### src/hdl/mdm_pkg.sv
// ---------------------------------------------------------------------------
// MDIO management master package
// Shared constants, word layouts and types of the MDIO master.
// ---------------------------------------------------------------------------
`timescale 1ns / 1ps

package mdm_pkg;

   // preamble length, 1 to 63 ones
   localparam int PREAMBLE_BITS = 32;
   localparam int CNT_W         = 6;

   // command codes
   localparam logic [1:0] OP_NONE  = 2'd0;
   localparam logic [1:0] OP_READ  = 2'd1;
   localparam logic [1:0] OP_WRITE = 2'd2;
   localparam logic [1:0] OP_PRE   = 2'd3;

   // stream widths
   localparam int REQ_TDATA_W = 32;
   localparam int REQ_TUSER_W = 2;
   localparam int RSP_TDATA_W = 24;

   // request tdata layout
   localparam int REQ_PHY_LSB   = 0;
   localparam int REQ_REG_LSB   = 5;
   localparam int REQ_WDATA_LSB = 10;
   localparam int REQ_MDIO_IN   = 26;

   // response tdata layout
   localparam int RSP_MDIO_OUT   = 0;
   localparam int RSP_MDIO_DRIVE = 1;
   localparam int RSP_MDC_ACTIVE = 2;
   localparam int RSP_BUSY       = 3;
   localparam int RSP_READ_VALID = 4;
   localparam int RSP_RDATA_LSB  = 5;
   localparam int RSP_USED_W     = 21;

   // queue between front and back
   localparam int QUEUE_DEPTH = 2;

   // decoded command passed from front to back
   typedef struct packed {
      logic [1:0]  op;
      logic [31:0] frame;
      logic        mdio_in;
   } cmd_type;

   // one MDC period of results
   typedef struct packed {
      logic        mdio_out;
      logic        mdio_drive;
      logic        mdc_active;
      logic        busy_res;
      logic        read_valid;
      logic [15:0] read_data;
   } rsp_type;

endpackage

### src/hdl/mdm_front.sv
// ---------------------------------------------------------------------------
// MDIO master front end
// Accepts request words, builds the 32-bit frame and registers the command.
// ---------------------------------------------------------------------------
`timescale 1ns / 1ps

module mdm_front (
   input  logic                              clock,
   input  logic                              reset,
   input  logic                              req_tvalid,
   output logic                              req_tready,
   input  logic [mdm_pkg::REQ_TDATA_W-1:0]   req_tdata,
   input  logic [mdm_pkg::REQ_TUSER_W-1:0]   req_tuser,
   output logic                              cmd_valid,
   input  logic                              cmd_ready,
   output mdm_pkg::cmd_type                  cmd
);
   import mdm_pkg::*;

   logic        valid_ff, valid_in;
   cmd_type     cmd_ff, cmd_in;
   logic [4:0]  phy;
   logic [4:0]  regad;
   logic [15:0] wdata;
   logic        take;

   assign req_tready = !valid_ff || cmd_ready;
   assign take       = req_tvalid && req_tready;

   assign phy   = req_tdata[REQ_PHY_LSB +: 5];
   assign regad = req_tdata[REQ_REG_LSB +: 5];
   assign wdata = req_tdata[REQ_WDATA_LSB +: 16];

   // frame: start 01, opcode, phy, reg, then turnaround and data for writes
   always_comb begin
      cmd_in         = cmd_ff;
      valid_in       = valid_ff;
      if (cmd_ready) begin
         valid_in = 1'b0;
      end
      if (take) begin
         valid_in       = 1'b1;
         cmd_in.op      = req_tuser;
         cmd_in.mdio_in = req_tdata[REQ_MDIO_IN];
         if (req_tuser == OP_READ) begin
            cmd_in.frame = {2'b01, 2'b10, phy, regad, 18'd0};
         end else begin
            cmd_in.frame = {2'b01, 2'b01, phy, regad, 2'b10, wdata};
         end
      end
   end

   always_ff @(posedge clock) begin
      if (reset) begin
         valid_ff <= 1'b0;
      end else begin
         valid_ff <= valid_in;
      end
      cmd_ff <= cmd_in;
   end

   assign cmd_valid = valid_ff;
   assign cmd       = cmd_ff;

endmodule

### src/hdl/mdm_queue.sv
// ---------------------------------------------------------------------------
// MDIO master command queue
// Short FIFO of decoded commands between the front end and the sequencer.
// ---------------------------------------------------------------------------
`timescale 1ns / 1ps

module mdm_queue (
   input  logic              clock,
   input  logic              reset,
   input  logic              in_valid,
   output logic              in_ready,
   input  mdm_pkg::cmd_type  in_cmd,
   output logic              out_valid,
   input  logic              out_ready,
   output mdm_pkg::cmd_type  out_cmd
);
   import mdm_pkg::*;

   localparam int PTR_W = (QUEUE_DEPTH > 1) ? $clog2(QUEUE_DEPTH) : 1;
   localparam int CNT_QW = $clog2(QUEUE_DEPTH + 1);
   localparam logic [PTR_W-1:0]  PTR_LAST = PTR_W'(QUEUE_DEPTH - 1);
   localparam logic [CNT_QW-1:0] CNT_FULL = CNT_QW'(QUEUE_DEPTH);

   cmd_type             store_ff [QUEUE_DEPTH];
   logic [PTR_W-1:0]    wr_ptr_ff, wr_ptr_in;
   logic [PTR_W-1:0]    rd_ptr_ff, rd_ptr_in;
   logic [CNT_QW-1:0]   count_ff, count_in;
   logic                push;
   logic                pop;

   assign in_ready  = count_ff != CNT_FULL;
   assign out_valid = count_ff != '0;
   assign push      = in_valid && in_ready;
   assign pop       = out_valid && out_ready;
   assign out_cmd   = store_ff[rd_ptr_ff];

   // pointer and fill count update
   always_comb begin
      wr_ptr_in = wr_ptr_ff;
      rd_ptr_in = rd_ptr_ff;
      count_in  = count_ff;
      if (push) begin
         wr_ptr_in = (wr_ptr_ff == PTR_LAST) ? '0 : wr_ptr_ff + 1'b1;
      end
      if (pop) begin
         rd_ptr_in = (rd_ptr_ff == PTR_LAST) ? '0 : rd_ptr_ff + 1'b1;
      end
      if (push && !pop) begin
         count_in = count_ff + 1'b1;
      end else if (pop && !push) begin
         count_in = count_ff - 1'b1;
      end
   end

   always_ff @(posedge clock) begin
      if (reset) begin
         wr_ptr_ff <= '0;
         rd_ptr_ff <= '0;
         count_ff  <= '0;
      end else begin
         wr_ptr_ff <= wr_ptr_in;
         rd_ptr_ff <= rd_ptr_in;
         count_ff  <= count_in;
      end
   end

   // storage write
   always_ff @(posedge clock) begin
      if (push) begin
         store_ff[wr_ptr_ff] <= in_cmd;
      end
   end

endmodule

### src/hdl/mdm_back.sv
// ---------------------------------------------------------------------------
// MDIO master sequencer
// Bit-serial Clause 22 sequencer, one MDC period per command word.
// ---------------------------------------------------------------------------
`timescale 1ns / 1ps

module mdm_back (
   input  logic                              clock,
   input  logic                              reset,
   input  logic                              cmd_valid,
   output logic                              cmd_ready,
   input  mdm_pkg::cmd_type                  cmd,
   output logic                              rsp_tvalid,
   input  logic                              rsp_tready,
   output logic [mdm_pkg::RSP_TDATA_W-1:0]   rsp_tdata
);
   import mdm_pkg::*;

   // sequence phases
   localparam logic [2:0] PH_IDLE  = 3'd0;
   localparam logic [2:0] PH_PRE   = 3'd1;
   localparam logic [2:0] PH_LEAD  = 3'd2;
   localparam logic [2:0] PH_FRAME = 3'd3;
   localparam logic [2:0] PH_TAIL  = 3'd4;

   localparam logic [CNT_W-1:0] PRE_LAST     = CNT_W'(PREAMBLE_BITS);
   localparam logic [CNT_W-1:0] READ_DRIVEN  = CNT_W'(14);
   localparam logic [CNT_W-1:0] READ_SAMPLE  = CNT_W'(16);
   localparam logic [CNT_W-1:0] FRAME_LAST   = CNT_W'(32);

   logic [2:0]        phase_ff, phase_in;
   logic [CNT_W-1:0]  cnt_ff, cnt_in;
   logic [31:0]       tx_ff, tx_in;
   logic [15:0]       rx_ff, rx_in;
   logic              is_read_ff, is_read_in;
   logic              rsp_valid_ff, rsp_valid_in;
   rsp_type           rsp_ff, rsp_in;
   logic [2:0]        phase_eff;
   logic              take;

   assign cmd_ready = !rsp_valid_ff || rsp_tready;
   assign take      = cmd_valid && cmd_ready;

   // one MDC period: optional command start, then the phase action
   always_comb begin
      phase_in   = phase_ff;
      cnt_in     = cnt_ff;
      tx_in      = tx_ff;
      rx_in      = rx_ff;
      is_read_in = is_read_ff;
      rsp_in     = '0;
      phase_eff  = phase_ff;

      if (phase_ff > PH_TAIL) begin
         phase_eff = PH_IDLE;
      end

      // command start, taken only when idle
      if (phase_eff == PH_IDLE && cmd.op != OP_NONE) begin
         cnt_in = '0;
         if (cmd.op == OP_PRE) begin
            phase_eff  = PH_PRE;
            is_read_in = 1'b0;
         end else begin
            phase_eff  = PH_LEAD;
            is_read_in = cmd.op == OP_READ;
            tx_in      = cmd.frame;
         end
      end

      phase_in = phase_eff;
      case (phase_eff)
         PH_PRE: begin
            rsp_in.mdc_active = 1'b1;
            rsp_in.mdio_drive = 1'b1;
            rsp_in.mdio_out   = 1'b1;
            cnt_in            = cnt_in + 1'b1;
            if (cnt_in >= PRE_LAST) begin
               phase_in = PH_TAIL;
            end
         end
         PH_LEAD: begin
            rsp_in.mdc_active = 1'b1;
            cnt_in            = '0;
            phase_in          = PH_FRAME;
         end
         PH_FRAME: begin
            rsp_in.mdc_active = 1'b1;
            if (is_read_in && cnt_in >= READ_DRIVEN) begin
               if (cnt_in >= READ_SAMPLE) begin
                  rx_in = {rx_ff[14:0], cmd.mdio_in};
               end
            end else begin
               rsp_in.mdio_drive = 1'b1;
               rsp_in.mdio_out   = tx_in[31];
            end
            tx_in  = {tx_in[30:0], 1'b0};
            cnt_in = cnt_in + 1'b1;
            if (cnt_in >= FRAME_LAST) begin
               phase_in = PH_TAIL;
            end
         end
         PH_TAIL: begin
            rsp_in.mdc_active = 1'b1;
            rsp_in.read_valid = is_read_in;
            phase_in          = PH_IDLE;
            cnt_in            = '0;
         end
         default: begin
            phase_in = PH_IDLE;
         end
      endcase

      rsp_in.busy_res  = phase_in != PH_IDLE;
      rsp_in.read_data = rx_in;

      // response holds while stalled
      rsp_valid_in = rsp_valid_ff && !rsp_tready;
      if (take) begin
         rsp_valid_in = 1'b1;
      end
   end

   // sequencer state advances only on a taken word
   always_ff @(posedge clock) begin
      if (reset) begin
         phase_ff     <= PH_IDLE;
         cnt_ff       <= '0;
         tx_ff        <= '0;
         rx_ff        <= '0;
         is_read_ff   <= 1'b0;
         rsp_valid_ff <= 1'b0;
      end else begin
         rsp_valid_ff <= rsp_valid_in;
         if (take) begin
            phase_ff   <= phase_in;
            cnt_ff     <= cnt_in;
            tx_ff      <= tx_in;
            rx_ff      <= rx_in;
            is_read_ff <= is_read_in;
         end
      end
   end

   // output word register
   always_ff @(posedge clock) begin
      if (take) begin
         rsp_ff <= rsp_in;
      end
   end

   assign rsp_tvalid = rsp_valid_ff;
   assign rsp_tdata  = {(RSP_TDATA_W - RSP_USED_W)'(0), rsp_ff.read_data, rsp_ff.read_valid,
                        rsp_ff.busy_res, rsp_ff.mdc_active, rsp_ff.mdio_drive,
                        rsp_ff.mdio_out};

endmodule

### src/hdl/mdio_management_master.sv
// A request word passes the front register, queue and output word register.
// Throughput: one word per cycle unless stalled, each one MDC period of the
// bit-serial sequencer; the front register and two-entry queue absorb stalls.
// Reset (synchronous, active high) empties the pipeline and queue and puts
// the sequencer in idle with counter, shift registers and read data at zero.
// ---------------------------------------------------------------------------
// MDIO management master
// Clause 22 MDIO master: preamble, read and write frames, one bit per word.
// ---------------------------------------------------------------------------
`timescale 1ns / 1ps

module mdio_management_master (
   input  logic                              clock,
   input  logic                              reset,
   input  logic                              req_tvalid,
   output logic                              req_tready,
   // [4:0] phy_num, [9:5] reg_num, [25:10] write_data, [26] mdio_in
   input  logic [mdm_pkg::REQ_TDATA_W-1:0]   req_tdata,
   // [1:0] operation
   input  logic [mdm_pkg::REQ_TUSER_W-1:0]   req_tuser,
   output logic                              rsp_tvalid,
   input  logic                              rsp_tready,
   // [0] mdio_out, [1] mdio_drive, [2] mdc_active, [3] busy_res,
   // [4] read_valid, [20:5] read_data
   output logic [mdm_pkg::RSP_TDATA_W-1:0]   rsp_tdata
);
   import mdm_pkg::*;

   logic    f_valid;
   logic    f_ready;
   cmd_type f_cmd;
   logic    q_valid;
   logic    q_ready;
   cmd_type q_cmd;

   mdm_front u_front (
      .clock      (clock),
      .reset      (reset),
      .req_tvalid (req_tvalid),
      .req_tready (req_tready),
      .req_tdata  (req_tdata),
      .req_tuser  (req_tuser),
      .cmd_valid  (f_valid),
      .cmd_ready  (f_ready),
      .cmd        (f_cmd)
   );

   mdm_queue u_queue (
      .clock     (clock),
      .reset     (reset),
      .in_valid  (f_valid),
      .in_ready  (f_ready),
      .in_cmd    (f_cmd),
      .out_valid (q_valid),
      .out_ready (q_ready),
      .out_cmd   (q_cmd)
   );

   mdm_back u_back (
      .clock      (clock),
      .reset      (reset),
      .cmd_valid  (q_valid),
      .cmd_ready  (q_ready),
      .cmd        (q_cmd),
      .rsp_tvalid (rsp_tvalid),
      .rsp_tready (rsp_tready),
      .rsp_tdata  (rsp_tdata)
   );

endmodule

### config.mk
export PLATFORM = sky130hd
export DESIGN_NAME = mdio_management_master
export DESIGN_NICKNAME = d
export VERILOG_FILES = /design/src/hdl/mdm_pkg.sv /design/src/hdl/mdm_front.sv /design/src/hdl/mdm_queue.sv /design/src/hdl/mdm_back.sv /design/src/hdl/mdio_management_master.sv
export SDC_FILE = /design/constraint.sdc
export NUM_CORES = 1
export LEC_CHECK = 0
export ABC_AREA = 1
export BUFFER_PORTS_ARGS = -buffer_cell sky130_fd_sc_hd__buf_2
export CAP_MARGIN = 30
export CORE_ASPECT_RATIO = 1.2
export CORE_MARGIN = 5
export CORE_UTILIZATION = 41
export CTS_CLUSTER_SIZE = 20
export DETAILED_ROUTE_END_ITERATION = 12
export SYNTH_ARGS = -nofsm -noshare
export SYNTH_HDL_FRONTEND = slang
export SYNTH_SLANG_ARGS = --single-unit
### constraint.sdc
create_clock -name clock -period 2.13 [get_ports clock]
set_input_delay 0.213 -clock clock [delete_from_list [all_inputs] [get_ports clock]]
set_output_delay 0.213 -clock clock [all_outputs]
set_load 0.01 [all_outputs]
---- After elaboration in Yosys (flattened, before gate mapping) ----
Memories as Yosys holds them, arrays and structs flattened. A register that Yosys moved wholly into a read port is not among the register bits.
Cells that the tools add are included.
Widths: inputs -> output; s select.
operators by class
  divide/modulo/power cells ............... 0
  shift-type cells ........................ 0
  magnitude comparators ................... 4
  multiplexer cells ....................... 30
  add/sub/neg operators ................... 5
  bitwise gates (word level) .............. 0
  reduce and logical (&&, ||, !) cells .... 24
  multipliers ............................. 0
  equality and inequality tests ........... 8
operators by type and width
  operator             number
  $mux 32              3
  $mux 16              3
  $mux 30              1
  $mux 1               12
  $pmux 6 s2           1
  $mux 3               3
  $logic_and 1x1->1    8
  $mux 2               4
  $reduce_bool 2->1    4
  $add 6x1->6 const B  1
  $eq 3x2->1 const B   2
  $ge 6x4->1 const B   1
  $ge 6x5->1 const B   1
  $ge 6x6->1 const B   1
  $mux 6               1
  $pmux 3 s2           1
  $logic_not 1->1      5
  $eq 2x1->1 const B   2
  $pmux 2 s2           1
  $reduce_or 2->1      2
  $reduce_or 4->1      1
  $eq 3x1->1 const B   1
  $eq 3x3->1 const B   1
  $gt 3x3->1 const B   1
  other kinds (8)      10
word-level totals
  bits in latches ......................... 0
  memories ................................ 1
  bits in registers ....................... 120
  RAM bits ................................ 70
  bits in read-only memories .............. 0
  logic and storage cells ................. 92
memory list
  name              words  bits a word  rd ports  clocked after memory_dff  wr ports  RTL line         text
  u_queue.store_ff  2      35           1         1                         1         mdm_queue.sv:24  cmd_type store_ff [QUEUE_DEPTH];

---- Longest topological paths before layout ----
  depth in word-level cells ............... 10
  depth in mapped cells ................... 16

---- Modules after synthesis ----
A second synthesis with hierarchy kept.
unflattened totals
  cell total of the unflattened synthesis .. 878
  area total of the unflattened synthesis .. 8306.7 um2
modules (own cells, without submodules)
  module     area an instance (um2)  cells each  instances
  mdm_back   4227.8                  653         1
  mdm_queue  2919.0                  146         1
  mdm_front  1159.9                  79          1

---- Worst setup path after synthesis ----
OpenSTA, ideal clock, no wires.
  kind .................................... reg-to-reg
  start point ............................. register u_queue.count_ff[0]
  end point ............................... memory u_queue.store_ff[1][0] (netlist name) (enable)
  stages on the path, launching flop included .. 3
  path buffers ............................ 0
  path slack .............................. -0.174 ns
  data required time ...................... 1.709 ns
  data arrival time ....................... 1.883 ns
  cell sequence ........................... dfxtp_1 -> o21ai_0 -> nor2_1
between the ends
  cells in the longest elaborated chain, start to end .. 4
ends and longest elaborated chain
  element                       RTL line         text
  start: declaration            mdm_queue.sv:27  logic [CNT_QW-1:0] count_ff, count_in;
  start signal: assignment      mdm_queue.sv:63  count_ff <= count_in;
  $ne 2x2->1                    mdm_queue.sv:31  assign in_ready = count_ff != CNT_FULL;
  $logic_and 1x1->1             mdm_queue.sv:33  assign push = in_valid && in_ready;
  $mux 1                        mdm_queue.sv:69  if (push) begin
  $mux 1 (not written as such)  mdm_queue.sv:70  store_ff[wr_ptr_ff] <= in_cmd;
  end: declaration              mdm_queue.sv:24
No other way between the ends.

==> results_dict.tcl <==
set metrics [dict create \
    critical_path.top_delay_family "simple AND/OR/NAND/NOR gates" \
    drtPass1Iterations 4 \
    path_common_cell "nand2_1" \
    final-seq-area_mm2 0.00473 \
    drt-total-wl_um 13500 \
    cts-root-buf "clkbuf_16" \
    critPathBufInv 4 \
    post-cts-setup-buffers 0 \
    dp_slack_ns 0.154 \
    synth_edf_count 114 \
    pwr_density_cell_mw_per_mm2 1410 \
    path_cells "inv_2 -> nand2_1 -> nand2_1 -> nand2_2 -> nand2_4 -> inv_4 -> nor2_1 -> ha_1 -> nand4_1 -> inv_1 -> nand2_1 -> nand3_1 -> nand3_1 -> nand2_1 -> inv_1" \
    tns_ns 0 \
    die_w_um 135 \
    hold_viol 0 \
    seq_power_share 0.401 \
    antenna_left 0 \
    syn_area_mm2 0.00767 \
    clk_pin_slew_ns 0.07 \
    async_reset_ff_frac 0 \
    clkLatencyLatePin_ns 0.43 \
    rsz0062_at_grt "no" \
    dpl.hpwl_um 8260 \
    finalCritPeriodShare 0.885 \
    gp_congestion 0.799 \
    synthCells 800 \
    cp_max_fo 14 \
    hp-class "input port to register" \
    port_buffers 55 \
    crit_required_ns 2.45 \
    drc_errors 0 \
    synth.top_cells.by_area "edfxtp_1 45%, dfxtp_1 17%, nand2_1 11%" \
    areaGrowthSynthToFinish_pct 16.8 \
    synth_cell_type_count 35 \
    antennaDiodeCount 0 \
    synth_top_cell_by_area "edfxtp_1" \
    antenna_found_initial 0 \
    worst_setup_path_end_kind "register" \
    timing.hold.ws_ns 0.0760 \
    synth_top_area_frac 0.446 \
    cp_data_arrival_time_ns 2.21 \
    layout_commonest_cell "nand2_1" \
    avgSynthCellArea_um2 9.58 \
    die-area_mm2 0.0215 \
    grt_max_degree 37 \
    clkPwrFrac 0.231 \
    fp.dieH_um 160 \
    power_w 0.0127 \
    critical_path_class "register to register" \
    setup_slack_ns 0.245 \
    finalSetupViolations 0 \
    ys_ff_latch 179 \
    cts_tree "done" \
    fmax_mhz 530 \
    multiInputGateArea_mm2 0.00238 \
    coreArea_mm2 0.0183 \
    initial_utilization 0.419 \
    first_global_vias 4645 \
    grt-ovfl-total 0 \
    clk_path_buf_depth 2 \
    postPlaceCellArea_mm2 0.00826 \
    fill_cells 1733 \
    cts_sinks 179 \
    wl_per_cell_um 11.9 \
    power_switching_w 0.00477 \
    fin_skew_ns 0.0107 \
    rows 54 \
    final_cell_mix "223 x nand2_1, 114 x edfxtp_1, 90 x inv_1" \
    cp_slowest_cell "dfxtp_2" \
    drive_gt1_frac 0.160 \
    p_leak_nw 3.87 \
    maxCapViolCount 0 \
    relSlewSlack 0.514 \
    intPower_w 0.00789 \
    num_vias 5233 \
    ioPinCount 64 \
    cp-start-kind "register" \
    grt_pass1_wl_um 22100 \
    cts_made_buffers 17 \
    fin_nets 909 \
    comb_power_share 0.368 \
    run_status "finished clean" \
    ys_warn_count 0 \
    swShare 0.377 \
    ys_seq_area_frac 0.616 \
    htreeDepth 4 \
    design_area_mm2 0.00895 \
    track_usage 0.127 \
    finalCriticalPeriod_ns 1.89 \
    synth_ff_type "edfxtp_1" \
    final_max_slew_viol_count 0 \
    ir_worst_vdd_v 0.000604 \
    via_per_inst 4.61 \
    tightest_slew_ns 0.726 \
    crit_path_max_incr_delay_ns 0.34 \
    drt_iter0_drc 335 \
]
area by class of cell:
| class | count | share of cell area |
|---|---|---|
| repair buffers | 86 | 0.0673 |
| clock buffers | 20 | 0.0499 |
| inverters | 99 | 0.0418 |
| clock inverters | 12 | 0.0119 |
| multi-input cells | 486 | 0.266 |
| flip-flops and latches | 179 | 0.528 |
| well taps | 252 | 0.0352 |
what timing repair did:
action | 4_1_cts | 5_1_grt
hold endpoints to repair | 13 | 0
hold buffers | 13 | 0
setup endpoints to repair | 0 | 3
resized for setup | 0 | 2
sequential cells by signal (all words and copies together), names as in the netlist, named ones only:
name	flops
u_front.cmd_valid	1
u_back.is_read_ff	1
u_back.rx_ff	16
u_back.tx_ff	32
u_queue.count_ff	2
u_queue.store_ff	62
u_queue.rd_ptr_ff	1
u_back.rsp_tdata	21
u_back.rsp_tvalid	1
u_back.cnt_ff	6
u_back.phase_ff	3
u_front.cmd	31
u_queue.wr_ptr_ff	1
synth_stat cells (all sizes together), types with 2 or more instances:
| cell | instances |
|---|---|
| a21oi | 20 |
| a31oi | 2 |
| buf | 17 |
| clkbuf | 21 |
| dfxtp | 65 |
| edfxtp | 114 |
| ha | 2 |
| inv | 98 |
| mux2i | 27 |
| nand2 | 229 |
| nand3 | 46 |
| nand4 | 3 |
| nor2 | 74 |
| o21ai | 76 |
worst register-to-register path: stages, from the launching register on:
cell and delay, ns:
dfxtp_2 0.34, inv_2 0.09, nand2_1 0.06, nand2_1 0.11, nand2_2 0.08, nand2_4 0.18, inv_4 0.09, nor2_1 0.14
ha_1 0.21, nand4_1 0.13, inv_1 0.07, nand2_1 0.04, nand3_1 0.06, nand3_1 0.06, nand2_1 0.08, inv_1 0.04
through the flow:
stage,instances,utilization
final,1134,0.489
after detailed placement,1089,0.451
after floorplan,802,-
after global placement,1089,0.451
after global routing,1134,0.489
after CTS,1134,0.488
power groups by stage:
stage	Sequential (W)	Combinational (W)	Clock (W)
floorplan	0.00520	0.00348	0
global placement	0.00514	0.00461	0
detailed placement	0.00515	0.00464	0
CTS	0.00509	0.00468	0.00301
global route	0.00517	0.00528	0.00316
finish	0.00508	0.00465	0.00292
logic make-up after synthesis:
family | synth area share
AO/OA/AOI/OAI | 0.0721
XOR/XNOR | 0.00114
adder cells (fa/ha/maj) | 0.00326
buffers and inverters | 0.0774
flip-flops | 0.616
multiplexers | 0.0352
other | 0.000489
AND/OR/NAND/NOR | 0.194
metal layers:
layer / GRT usage / vias up / part of all wire
met3: 0.0280 / 14 / 0.037
li1: - / 2739 / -
met2: 0.215 / 89 / 0.49
met1: 0.156 / 2391 / 0.45
met4: 0.0542 / 0 / 0.019
met5: 0 / - / 0
final timing paths:
check / from / end / slack (ns) / cells after the start
hold / removal: req_tdata[17] / u_front.cmd[8] / 0.08 / 3
hold reg to reg: u_front.cmd[23] / u_queue.store_ff[1][23] / 0.44 / 0
setup / recovery: register / u_back.cnt_ff[4] / 0.24 / 15
setup reg to reg: register / u_back.cnt_ff[4] / 0.24 / 15
Note: power is estimated with default switching activity, not from simulation.
